===== src/rtl/assert_macros.svh =====
// Assertion macros used by the top-level RTL file.
`ifndef ASSERT_MACROS_SVH
`define ASSERT_MACROS_SVH

// Property must hold at every clock edge outside reset.
`define ASSERT_CLK(label, prop, msg) \
  label: assert property (@(posedge clk_i) disable iff (!rst_ni) prop) else $error(msg);

// Condition must never be seen outside reset.
`define ASSERT_NEVER(label, cond, msg) \
  `ASSERT_CLK(label, !(cond), msg)

`endif


===== src/rtl/tirpa_pkg.sv =====
// Shared types, widths and arctangent table for the relative pitch block.
`timescale 1ns / 1ps
package tirpa_pkg;

  localparam int unsigned IN_W             = 16;
  localparam int unsigned NUM_LANES        = 2;
  localparam int unsigned FIELDS_PER_LANE  = 3;
  localparam int unsigned S_TDATA_W        = NUM_LANES * FIELDS_PER_LANE * IN_W;
  localparam int unsigned OUT_W            = 9;
  localparam int unsigned M_TDATA_W        = 16;
  localparam int unsigned SQ_W             = 32;
  localparam int unsigned ROOT_W           = 32;
  localparam int unsigned REM_W            = ROOT_W + 4;
  localparam int unsigned FRAC_BITS        = 16;
  localparam int unsigned VEC_W            = 36;
  localparam int unsigned ANG_W            = 25;
  localparam int unsigned ATAN_ENTRIES     = 24;
  localparam int unsigned ATAN_IDX_W       = 5;
  localparam int unsigned CORDIC_STEPS_DEF = 16;
  localparam int          ANGLE_MAX        = 180;

  typedef struct packed {
    logic                   x_zero;
    logic signed [IN_W-1:0] x;
    logic [ROOT_W-1:0]      root;
  } sqrt_res_t;

  // atan(2^-i) in degrees, 16 fractional bits
  function automatic logic signed [ANG_W-1:0] atan_deg(input logic [ATAN_IDX_W-1:0] idx);
    logic signed [ANG_W-1:0] v;
    case (idx)
      5'd0:    v = ANG_W'(2949120);
      5'd1:    v = ANG_W'(1740967);
      5'd2:    v = ANG_W'(919879);
      5'd3:    v = ANG_W'(466945);
      5'd4:    v = ANG_W'(234379);
      5'd5:    v = ANG_W'(117304);
      5'd6:    v = ANG_W'(58666);
      5'd7:    v = ANG_W'(29335);
      5'd8:    v = ANG_W'(14668);
      5'd9:    v = ANG_W'(7334);
      5'd10:   v = ANG_W'(3667);
      5'd11:   v = ANG_W'(1833);
      5'd12:   v = ANG_W'(917);
      5'd13:   v = ANG_W'(458);
      5'd14:   v = ANG_W'(229);
      5'd15:   v = ANG_W'(115);
      5'd16:   v = ANG_W'(57);
      5'd17:   v = ANG_W'(29);
      5'd18:   v = ANG_W'(14);
      5'd19:   v = ANG_W'(7);
      5'd20:   v = ANG_W'(4);
      5'd21:   v = ANG_W'(2);
      5'd22:   v = ANG_W'(1);
      default: v = '0;
    endcase
    return v;
  endfunction

endpackage


===== src/rtl/tirpa_isqrt.sv =====
// Per-lane squares and bit-serial square root of the horizontal magnitude.
`timescale 1ns / 1ps
module tirpa_isqrt (
  input  logic                            clk_i,
  input  logic                            rst_ni,
  input  logic                            in_valid_i,
  output logic                            in_ready_o,
  input  logic signed [tirpa_pkg::IN_W-1:0] x_i,
  input  logic signed [tirpa_pkg::IN_W-1:0] y_i,
  input  logic signed [tirpa_pkg::IN_W-1:0] z_i,
  output logic                            out_valid_o,
  input  logic                            out_ready_i,
  output tirpa_pkg::sqrt_res_t            out_o
);
  import tirpa_pkg::*;

  localparam int unsigned CNT_W = $clog2(ROOT_W);

  typedef enum logic [1:0] {ST_IDLE, ST_SQUARE, ST_RUN, ST_DONE} state_e;

  state_e                     state_q;
  logic [CNT_W-1:0]           cnt_q;
  logic signed [2*IN_W-1:0]   ysq_full, zsq_full;
  logic [SQ_W-2:0]            ysq_q, zsq_q;
  logic [SQ_W-1:0]            rad_q;
  logic [REM_W-1:0]           rem_q, rem_d, rem_sh, trial;
  logic [ROOT_W-1:0]          root_q, root_d;
  logic signed [IN_W-1:0]     x_q;
  logic                       accept;

  assign in_ready_o  = (state_q == ST_IDLE) || ((state_q == ST_DONE) && out_ready_i);
  assign accept      = in_valid_i && in_ready_o;
  assign out_valid_o = (state_q == ST_DONE);
  assign out_o       = '{x_zero: (x_q == '0), x: x_q, root: root_q};

  assign ysq_full = y_i * y_i;
  assign zsq_full = z_i * z_i;

  // one root bit per cycle, two radicand bits brought down
  always_comb begin
    rem_sh = {rem_q[REM_W-3:0], rad_q[SQ_W-1 -: 2]};
    trial  = REM_W'({root_q, 2'b01});
    if (rem_sh >= trial) begin
      rem_d  = rem_sh - trial;
      root_d = {root_q[ROOT_W-2:0], 1'b1};
    end else begin
      rem_d  = rem_sh;
      root_d = {root_q[ROOT_W-2:0], 1'b0};
    end
  end

  always_ff @(posedge clk_i or negedge rst_ni) begin
    if (!rst_ni) begin
      state_q <= ST_IDLE;
      cnt_q   <= '0;
    end else begin
      case (state_q)
        ST_IDLE, ST_DONE: begin
          if (accept) begin
            state_q <= ST_SQUARE;
          end else if (state_q == ST_DONE && out_ready_i) begin
            state_q <= ST_IDLE;
          end
        end
        ST_SQUARE: begin
          cnt_q   <= '0;
          state_q <= ST_RUN;
        end
        ST_RUN: begin
          cnt_q <= cnt_q + 1'b1;
          if (cnt_q == CNT_W'(ROOT_W - 1)) begin
            state_q <= ST_DONE;
          end
        end
        default: state_q <= ST_IDLE;
      endcase
    end
  end

  always_ff @(posedge clk_i) begin
    if (accept) begin
      ysq_q <= ysq_full[SQ_W-2:0];
      zsq_q <= zsq_full[SQ_W-2:0];
      x_q   <= x_i;
    end
    if (state_q == ST_SQUARE) begin
      rad_q  <= {1'b0, ysq_q} + {1'b0, zsq_q};
      rem_q  <= '0;
      root_q <= '0;
    end else if (state_q == ST_RUN) begin
      rad_q  <= {rad_q[SQ_W-3:0], 2'b00};
      rem_q  <= rem_d;
      root_q <= root_d;
    end
  end

endmodule


===== src/rtl/tirpa_cordic.sv =====
// Per-lane iterative CORDIC in vectoring mode giving pitch in degrees.
`timescale 1ns / 1ps
module tirpa_cordic #(
  parameter int unsigned CORDIC_STEPS = tirpa_pkg::CORDIC_STEPS_DEF
) (
  input  logic                                clk_i,
  input  logic                                rst_ni,
  input  logic                                in_valid_i,
  output logic                                in_ready_o,
  input  tirpa_pkg::sqrt_res_t                in_i,
  output logic                                out_valid_o,
  input  logic                                out_ready_i,
  output logic signed [tirpa_pkg::ANG_W-1:0]  angle_o
);
  import tirpa_pkg::*;

  localparam int unsigned STEP_W = (CORDIC_STEPS > 1) ? $clog2(CORDIC_STEPS) : 1;

  typedef enum logic [1:0] {ST_IDLE, ST_RUN, ST_DONE} state_e;

  state_e                  state_q;
  logic [STEP_W-1:0]       cnt_q;
  logic signed [VEC_W-1:0] cx_q, cy_q, dx, dy;
  logic signed [ANG_W-1:0] ang_q, atan_v;
  logic                    zero_q;
  logic                    accept;

  assign in_ready_o  = (state_q == ST_IDLE) || ((state_q == ST_DONE) && out_ready_i);
  assign accept      = in_valid_i && in_ready_o;
  assign out_valid_o = (state_q == ST_DONE);
  assign angle_o     = zero_q ? '0 : ang_q;

  assign dx     = cy_q >>> cnt_q;
  assign dy     = cx_q >>> cnt_q;
  assign atan_v = atan_deg(ATAN_IDX_W'(cnt_q));

  always_ff @(posedge clk_i or negedge rst_ni) begin
    if (!rst_ni) begin
      state_q <= ST_IDLE;
      cnt_q   <= '0;
    end else begin
      case (state_q)
        ST_IDLE, ST_DONE: begin
          if (accept) begin
            cnt_q   <= '0;
            state_q <= ST_RUN;
          end else if (state_q == ST_DONE && out_ready_i) begin
            state_q <= ST_IDLE;
          end
        end
        ST_RUN: begin
          cnt_q <= cnt_q + 1'b1;
          if (cnt_q == STEP_W'(CORDIC_STEPS - 1)) begin
            state_q <= ST_DONE;
          end
        end
        default: state_q <= ST_IDLE;
      endcase
    end
  end

  always_ff @(posedge clk_i) begin
    if (accept) begin
      cx_q   <= $signed({{(VEC_W-ROOT_W){1'b0}}, in_i.root});
      cy_q   <= $signed({{(VEC_W-IN_W-FRAC_BITS){in_i.x[IN_W-1]}}, in_i.x,
                         {FRAC_BITS{1'b0}}});
      ang_q  <= '0;
      zero_q <= in_i.x_zero;
    end else if (state_q == ST_RUN) begin
      if (!cy_q[VEC_W-1]) begin
        cx_q  <= cx_q + dx;
        cy_q  <= cy_q - dy;
        ang_q <= ang_q + atan_v;
      end else begin
        cx_q  <= cx_q - dx;
        cy_q  <= cy_q + dy;
        ang_q <= ang_q - atan_v;
      end
    end
  end

endmodule


===== src/rtl/tirpa_merge.sv =====
// Difference of the two lane pitches, truncation to degrees, clamping, output register.
`timescale 1ns / 1ps
module tirpa_merge (
  input  logic                               clk_i,
  input  logic                               rst_ni,
  input  logic                               in_valid_i,
  output logic                               in_ready_o,
  input  logic signed [tirpa_pkg::ANG_W-1:0] fixed_ang_i,
  input  logic signed [tirpa_pkg::ANG_W-1:0] mobile_ang_i,
  output logic                               out_valid_o,
  input  logic                               out_ready_i,
  output logic signed [tirpa_pkg::OUT_W-1:0] angle_o
);
  import tirpa_pkg::*;

  localparam int unsigned D_W = ANG_W + 1;
  localparam int unsigned Q_W = D_W - FRAC_BITS;

  logic                    vld_q;
  logic signed [OUT_W-1:0] angle_q, angle_d;
  logic signed [D_W-1:0]   diff, adj;
  logic signed [Q_W-1:0]   quo;

  assign in_ready_o  = !vld_q || out_ready_i;
  assign out_valid_o = vld_q;
  assign angle_o     = angle_q;

  // bias negative values so the floor shift truncates toward zero
  always_comb begin
    diff = {fixed_ang_i[ANG_W-1], fixed_ang_i} - {mobile_ang_i[ANG_W-1], mobile_ang_i};
    adj  = diff[D_W-1] ? diff + D_W'((1 << FRAC_BITS) - 1) : diff;
    quo  = adj[D_W-1:FRAC_BITS];
    if (quo > Q_W'(ANGLE_MAX)) begin
      angle_d = OUT_W'(ANGLE_MAX);
    end else if (quo < -Q_W'(ANGLE_MAX)) begin
      angle_d = -OUT_W'(ANGLE_MAX);
    end else begin
      angle_d = quo[OUT_W-1:0];
    end
  end

  always_ff @(posedge clk_i or negedge rst_ni) begin
    if (!rst_ni) begin
      vld_q <= 1'b0;
    end else if (in_ready_o) begin
      vld_q <= in_valid_i;
    end
  end

  always_ff @(posedge clk_i) begin
    if (in_valid_i && in_ready_o) begin
      angle_q <= angle_d;
    end
  end

endmodule


===== src/rtl/two_imu_relative_pitch_angle.sv =====
// Relative pitch between two accelerometers: lanes, join logic and top-level ports.
// Each beat carries one x/y/z sample from the fixed and from the mobile sensor; the
// result beat carries fixed pitch minus mobile pitch in whole degrees, truncated toward
// zero and clamped to -180..180, with pitch = atan2(x, sqrt(y*y + z*z)) and a zero x
// giving zero. Both sensors are handled in parallel lanes of identical hardware. A new
// beat is taken only when the square-root units of both lanes are idle or handing on
// their last result; each forms the squares, then settles one root bit per cycle over
// 32 bits. The CORDIC stage and the output register work on earlier beats at the same
// time.
`timescale 1ns / 1ps
`include "assert_macros.svh"
module two_imu_relative_pitch_angle #(
  parameter int unsigned CORDIC_STEPS = tirpa_pkg::CORDIC_STEPS_DEF
) (
  input  logic                                clk_i,
  input  logic                                rst_ni,
  input  logic                                s_axis_tvalid,
  output logic                                s_axis_tready,
  // fixed_x, fixed_y, fixed_z, mobile_x, mobile_y, mobile_z (16 bits each)
  input  logic [tirpa_pkg::S_TDATA_W-1:0]     s_axis_tdata,
  output logic                                m_axis_tvalid,
  input  logic                                m_axis_tready,
  // angle_degrees [8:0], zero padding [15:9]
  output logic [tirpa_pkg::M_TDATA_W-1:0]     m_axis_tdata
);
  import tirpa_pkg::*;

  logic [NUM_LANES-1:0]    sq_in_ready, sq_valid, co_in_ready, co_valid;
  sqrt_res_t               sq_res [NUM_LANES];
  logic signed [ANG_W-1:0] co_ang [NUM_LANES];
  logic                    sq_to_co, co_to_mg, mg_ready;
  logic signed [OUT_W-1:0] angle;
  logic                    s_beat;
  logic                    angle_oob;

  assign s_axis_tready = &sq_in_ready;
  assign s_beat        = s_axis_tvalid && s_axis_tready;
  assign sq_to_co      = (&sq_valid) && (&co_in_ready);
  assign co_to_mg      = (&co_valid) && mg_ready;

  for (genvar l = 0; l < NUM_LANES; l++) begin : g_lane
    tirpa_isqrt u_isqrt (
      .clk_i       (clk_i),
      .rst_ni      (rst_ni),
      .in_valid_i  (s_beat),
      .in_ready_o  (sq_in_ready[l]),
      .x_i         (s_axis_tdata[(l*FIELDS_PER_LANE+0)*IN_W +: IN_W]),
      .y_i         (s_axis_tdata[(l*FIELDS_PER_LANE+1)*IN_W +: IN_W]),
      .z_i         (s_axis_tdata[(l*FIELDS_PER_LANE+2)*IN_W +: IN_W]),
      .out_valid_o (sq_valid[l]),
      .out_ready_i (sq_to_co),
      .out_o       (sq_res[l])
    );

    tirpa_cordic #(
      .CORDIC_STEPS(CORDIC_STEPS)
    ) u_cordic (
      .clk_i       (clk_i),
      .rst_ni      (rst_ni),
      .in_valid_i  (sq_to_co),
      .in_ready_o  (co_in_ready[l]),
      .in_i        (sq_res[l]),
      .out_valid_o (co_valid[l]),
      .out_ready_i (co_to_mg),
      .angle_o     (co_ang[l])
    );
  end

  tirpa_merge u_merge (
    .clk_i        (clk_i),
    .rst_ni       (rst_ni),
    .in_valid_i   (&co_valid),
    .in_ready_o   (mg_ready),
    .fixed_ang_i  (co_ang[0]),
    .mobile_ang_i (co_ang[1]),
    .out_valid_o  (m_axis_tvalid),
    .out_ready_i  (m_axis_tready),
    .angle_o      (angle)
  );

  assign m_axis_tdata = {{(M_TDATA_W-OUT_W){1'b0}}, angle};

  assign angle_oob = (angle > ANGLE_MAX) || (angle < -ANGLE_MAX);

  `ASSERT_CLK(a_sqrt_lanes_even, sq_valid[0] == sq_valid[1], "square-root lanes out of step")
  `ASSERT_CLK(a_cordic_lanes_even, co_valid[0] == co_valid[1], "CORDIC lanes out of step")
  `ASSERT_CLK(a_busy_after_beat, s_beat |=> !s_axis_tready, "input taken twice in a row")
  `ASSERT_NEVER(a_angle_range, m_axis_tvalid && angle_oob, "angle out of range")

endmodule


===== config.mk =====
export PLATFORM = sky130hd
export DESIGN_NAME = two_imu_relative_pitch_angle
export DESIGN_NICKNAME = d
export VERILOG_FILES = /design/src/rtl/tirpa_pkg.sv /design/src/rtl/tirpa_isqrt.sv /design/src/rtl/tirpa_cordic.sv /design/src/rtl/tirpa_merge.sv /design/src/rtl/two_imu_relative_pitch_angle.sv
export VERILOG_INCLUDE_DIRS = /design/src /design/src/rtl
export SDC_FILE = /design/constraint.sdc
export NUM_CORES = 2
export LEC_CHECK = 0
export BUFFER_PORTS_ARGS = -buffer_cell sky130_fd_sc_hd__buf_2
export CORE_ASPECT_RATIO = 2
export CORE_MARGIN = 2
export CORE_UTILIZATION = 50
export DETAILED_ROUTE_END_ITERATION = 8
export HOLD_SLACK_MARGIN = 0.15
export PLACE_DENSITY = 0.66
export SYNTH_ARGS = -nofsm -noshare
export SYNTH_HDL_FRONTEND = slang
export SYNTH_SLANG_ARGS = --single-unit

===== constraint.sdc =====
create_clock -name clk_i -period 7.65 [get_ports clk_i]
set_input_delay 0.765 -clock clk_i [delete_from_list [all_inputs] [get_ports clk_i]]
set_output_delay 0.765 -clock clk_i [all_outputs]
set_load 0.01 [all_outputs]

==> impl_metrics.env <==
export IMPL_status="complete, no violations"
export IMPL_nets=10800
export IMPL_ys_flop_type="edfxtp_1"
export IMPL_register_area_um2=15100
export IMPL_io_pins=118
export IMPL_drc_errors=0
export IMPL_first_iter_violations=3438
export IMPL_fmaxAchievable_mhz=140
export IMPL_syn_inst=9161
export IMPL_initial_core_util=0.502
export IMPL_final_cell_mix="inv_1 (1490), fa_1 (922), nand2_1 (759)"
export IMPL_rsz0062_at_grt="false"
export IMPL_max_cap_violations=0
export IMPL_antenna_found_initial=3
export IMPL_port_buffer_count=110
export IMPL_peakVddDrop_mv=0.709
export IMPL_yosysWarnings=0
export IMPL_path_clk_slew_ns=0.07
export IMPL_htree_levels=2
export IMPL_fin_worst_skew_ns=0.0446
export IMPL_setup_tns_ns=0
export IMPL_path_class="flip-flop to flip-flop"
export IMPL_grt_max_degree=82
export IMPL_period_share=0.931
export IMPL_ys_seq_area_frac=0.182
export IMPL_cp_slowest_cell="dfrtp_2"
export IMPL_max_stage_delay_ns=0.89
export IMPL_grt_ovfl_total=0
export IMPL_critPathCaptureType="flip-flop"
export IMPL_gp_congestion=1.01
export IMPL_grt_pass1_vias=69200
export IMPL_clock_latency_ns=0.70
export IMPL_reg2reg_depth=21
export IMPL_cp_start_kind="flip-flop"
export IMPL_core_area_um2=165000
export IMPL_whs_path_depth=1
export IMPL_track_usage=0.266
export IMPL_cts_buffers_inserted=56
export IMPL_hp_class="primary input to flip-flop"
export IMPL_final_fill_count=15100
export IMPL_wirelength_um=224000
export IMPL_die_h_um=580
export IMPL_ys_ff_latch=580
export IMPL_grt_first_pass_wirelength_um=359000
export IMPL_ant_nets=0
export IMPL_wl_per_cell_um=19.8
export IMPL_dr_total_vias=64600
export IMPL_cts_root_buf="clkbuf_16"
export IMPL_path_cells="buf_4 > mux4_2 > mux4_2 > nor4_1 > nand3_1 > and4bb_2 > and2_1 > nor2_1 > xnor2_1 > ha_1 > and3_1 > and3_1 > nand4_1 > o21ai_0 > a31oi_1 > o41a_1 > a311oi_1 > a41o_1 > nor2_1 > a41oi_1 > nand3_1"
export IMPL_cts_tree="done"
export IMPL_synth_edf_count=331
export IMPL_powerDensity_nw_per_um2=436
export IMPL_first_pass_iters=8
export IMPL_final_hold_viol_count=0
export IMPL_die_w_um=292
export IMPL_setup_viol=0
export IMPL_syn_area_um2=82800
export IMPL_worst_slew_pin_slew_ns=1.24
export IMPL_rows=211
export IMPL_synthDistinctLibCells=95
export IMPL_hpwl_um=184000
export IMPL_syn_to_final_growth_pct=5.95
export IMPL_min_period_ns=7.12
export IMPL_avgSynthCellArea_um2=9.04
export IMPL_die_area_um2=169000
export IMPL_layout_drive_gt1_share=0.0695
export IMPL_relSlewSlack=0.160
export IMPL_clockBufferDepth=3
export IMPL_final_common_cell="inv_1"
export IMPL_cts_sinks=580
export IMPL_synthArstFlopShare=0.0466
export IMPL_fin_cells=11300
export IMPL_worstPathRequired_ns=8.23
export IMPL_crit_fanout=34
export IMPL_leakagePower_uw=0.0407
export IMPL_drv_slew=0
export IMPL_arrival_ns=7.70
export IMPL_via_per_inst=5.72
export IMPL_dp_cells=11200
export IMPL_multi_input_area_um2=60700
==> final cells by class <==
type | count | area share
clock buffers | 64 | 0.0163
inverters | 1508 | 0.0646
flip-flops and latches | 580 | 0.172
multi-input cells | 6726 | 0.692
diodes | 3 | 0.0000855
well taps | 2130 | 0.0304
clock inverters | 42 | 0.00827
repair buffers | 231 | 0.0168
==> cell usage after synthesis, drive strengths merged, types with 159 or more instances <==
| master | count | share of area |
|---|---|---|
| a21o | 183 | 0.017 |
| a21oi | 527 | 0.032 |
| and2 | 169 | 0.013 |
| clkbuf | 262 | 0.012 |
| dfxtp | 222 | 0.054 |
| edfxtp | 331 | 0.12 |
| fa | 922 | 0.22 |
| ha | 717 | 0.11 |
| inv | 1500 | 0.068 |
| mux2i | 168 | 0.020 |
| mux4 | 159 | 0.044 |
| nand2 | 759 | 0.034 |
| nor2 | 706 | 0.032 |
| o21ai | 418 | 0.025 |
| xnor2 | 384 | 0.041 |
| xor2 | 235 | 0.025 |
==> flip-flops by register name, indices dropped and copies added, names as in the netlist, 4 cells and up <==
signal                   flops
g_lane.u_isqrt.x_q          32
u_merge.angle_o              9
g_lane.u_cordic.cx_q        72
g_lane.u_isqrt.zsq_q        60
g_lane.u_isqrt.state_q       4
g_lane.u_isqrt.cnt_q        10
g_lane.u_cordic.cy_q        72
g_lane.u_cordic.state_q      4
g_lane.u_cordic.cnt_q        8
g_lane.u_cordic.ang_q       50
g_lane.u_isqrt.ysq_q        60
g_lane.u_isqrt.rem_q        68
g_lane.u_isqrt.root_q       64
g_lane.u_isqrt.rad_q        64
==> timing repair <==
item                                   in CTS  in global routing
hold buffers                                1                  0
resized for setup                           0                  0
setup buffers                               0                  0
endpoints found under the hold margin      25                  0
==> critical path: cells and delay by family, from the launching register on <==
| family | cells | cell delay [ns] |
|---|---|---|
| buffers and inverters | 1 | 0.36 |
| flip-flops | 1 | 0.89 |
| AO/OA/AOI/OAI | 6 | 1.95 |
| multiplexers | 2 | 1.03 |
| AND/OR/NAND/NOR | 10 | 2.23 |
| XOR/XNOR | 1 | 0.15 |
| adder cells (fa/ha/maj) | 1 | 0.37 |
==> cells by family (layout without fill, tap and decap cells) <==
kind of cell,count (synthesis),after routing,share of synthesized area
xor+xnor,619,619,0.0655
buf+inv,1861,1845,0.0864
simple gates,2342,2342,0.131
other cells,1,10,0.0000453
mux,415,415,0.0766
compound gates,1704,1704,0.128
fa+ha+maj,1639,1639,0.331
flops,580,580,0.182
==> stage by stage <==
stage                     power (uW)  area (um2)   util  hold slack (ns)  setup slack (ns)
after floorplan                27800       82900      -            0.426             0.638
after global placement         34700       85600  0.519            0.456            0.0814
after detailed placement       35200       85600  0.519            0.472           0.00639
after CTS                      38800       87800  0.532            0.195             0.570
after global routing           42400       87800  0.532            0.226            0.0947
final                          38200       87800  0.532            0.236             0.526
==> where the power goes <==
part | switching, uW | internal, uW | leakage [uW]
Clock | 1410 | 1940 | 0.00102
Sequential | 324 | 5120 | 0.00468
Combinational | 16600 | 12800 | 0.0350
Total | 18400 | 19900 | 0.0407
==> worst paths after layout <==
path,start,endpoint,slack (ns)
worst max-delay path,g_lane[1].u_cordic.cnt_q[1]$_DFFE_PN0P_,g_lane[1].u_cordic.cx_q[35]$_SDFFE_PP0P_,0.53
worst min-delay path,s_axis_tdata[12],g_lane[0].u_isqrt.x_q[12]$_DFFE_PP_,0.24
worst max register to register,g_lane[1].u_cordic.cnt_q[1]$_DFFE_PN0P_,g_lane[1].u_cordic.cx_q[35]$_SDFFE_PP0P_,0.53
worst min register to register,g_lane[1].u_cordic.ang_q[24]$_SDFFE_PP0P_,g_lane[1].u_cordic.ang_q[24]$_SDFFE_PP0P_,0.47
max in group asynchronous,rst_ni,g_lane[1].u_cordic.cnt_q[0]$_DFFE_PN0P_,6.38
min in group asynchronous,rst_ni,u_merge.out_valid_o$_DFFE_PN0N_,0.68
==> layer usage <==
| metal | GRT usage | vias to the layer above | share of wire |
|---|---|---|---|
| met1 | 0.256 | 31900 | 0.33 |
| met3 | 0.0195 | 715 | 0.030 |
| met4 | 0.181 | 0 | 0.079 |
| li1 | - | 30400 | - |
| met5 | 0 | - | 0 |
| met2 | 0.527 | 1559 | 0.56 |
(Power assumes the default switching activity.)
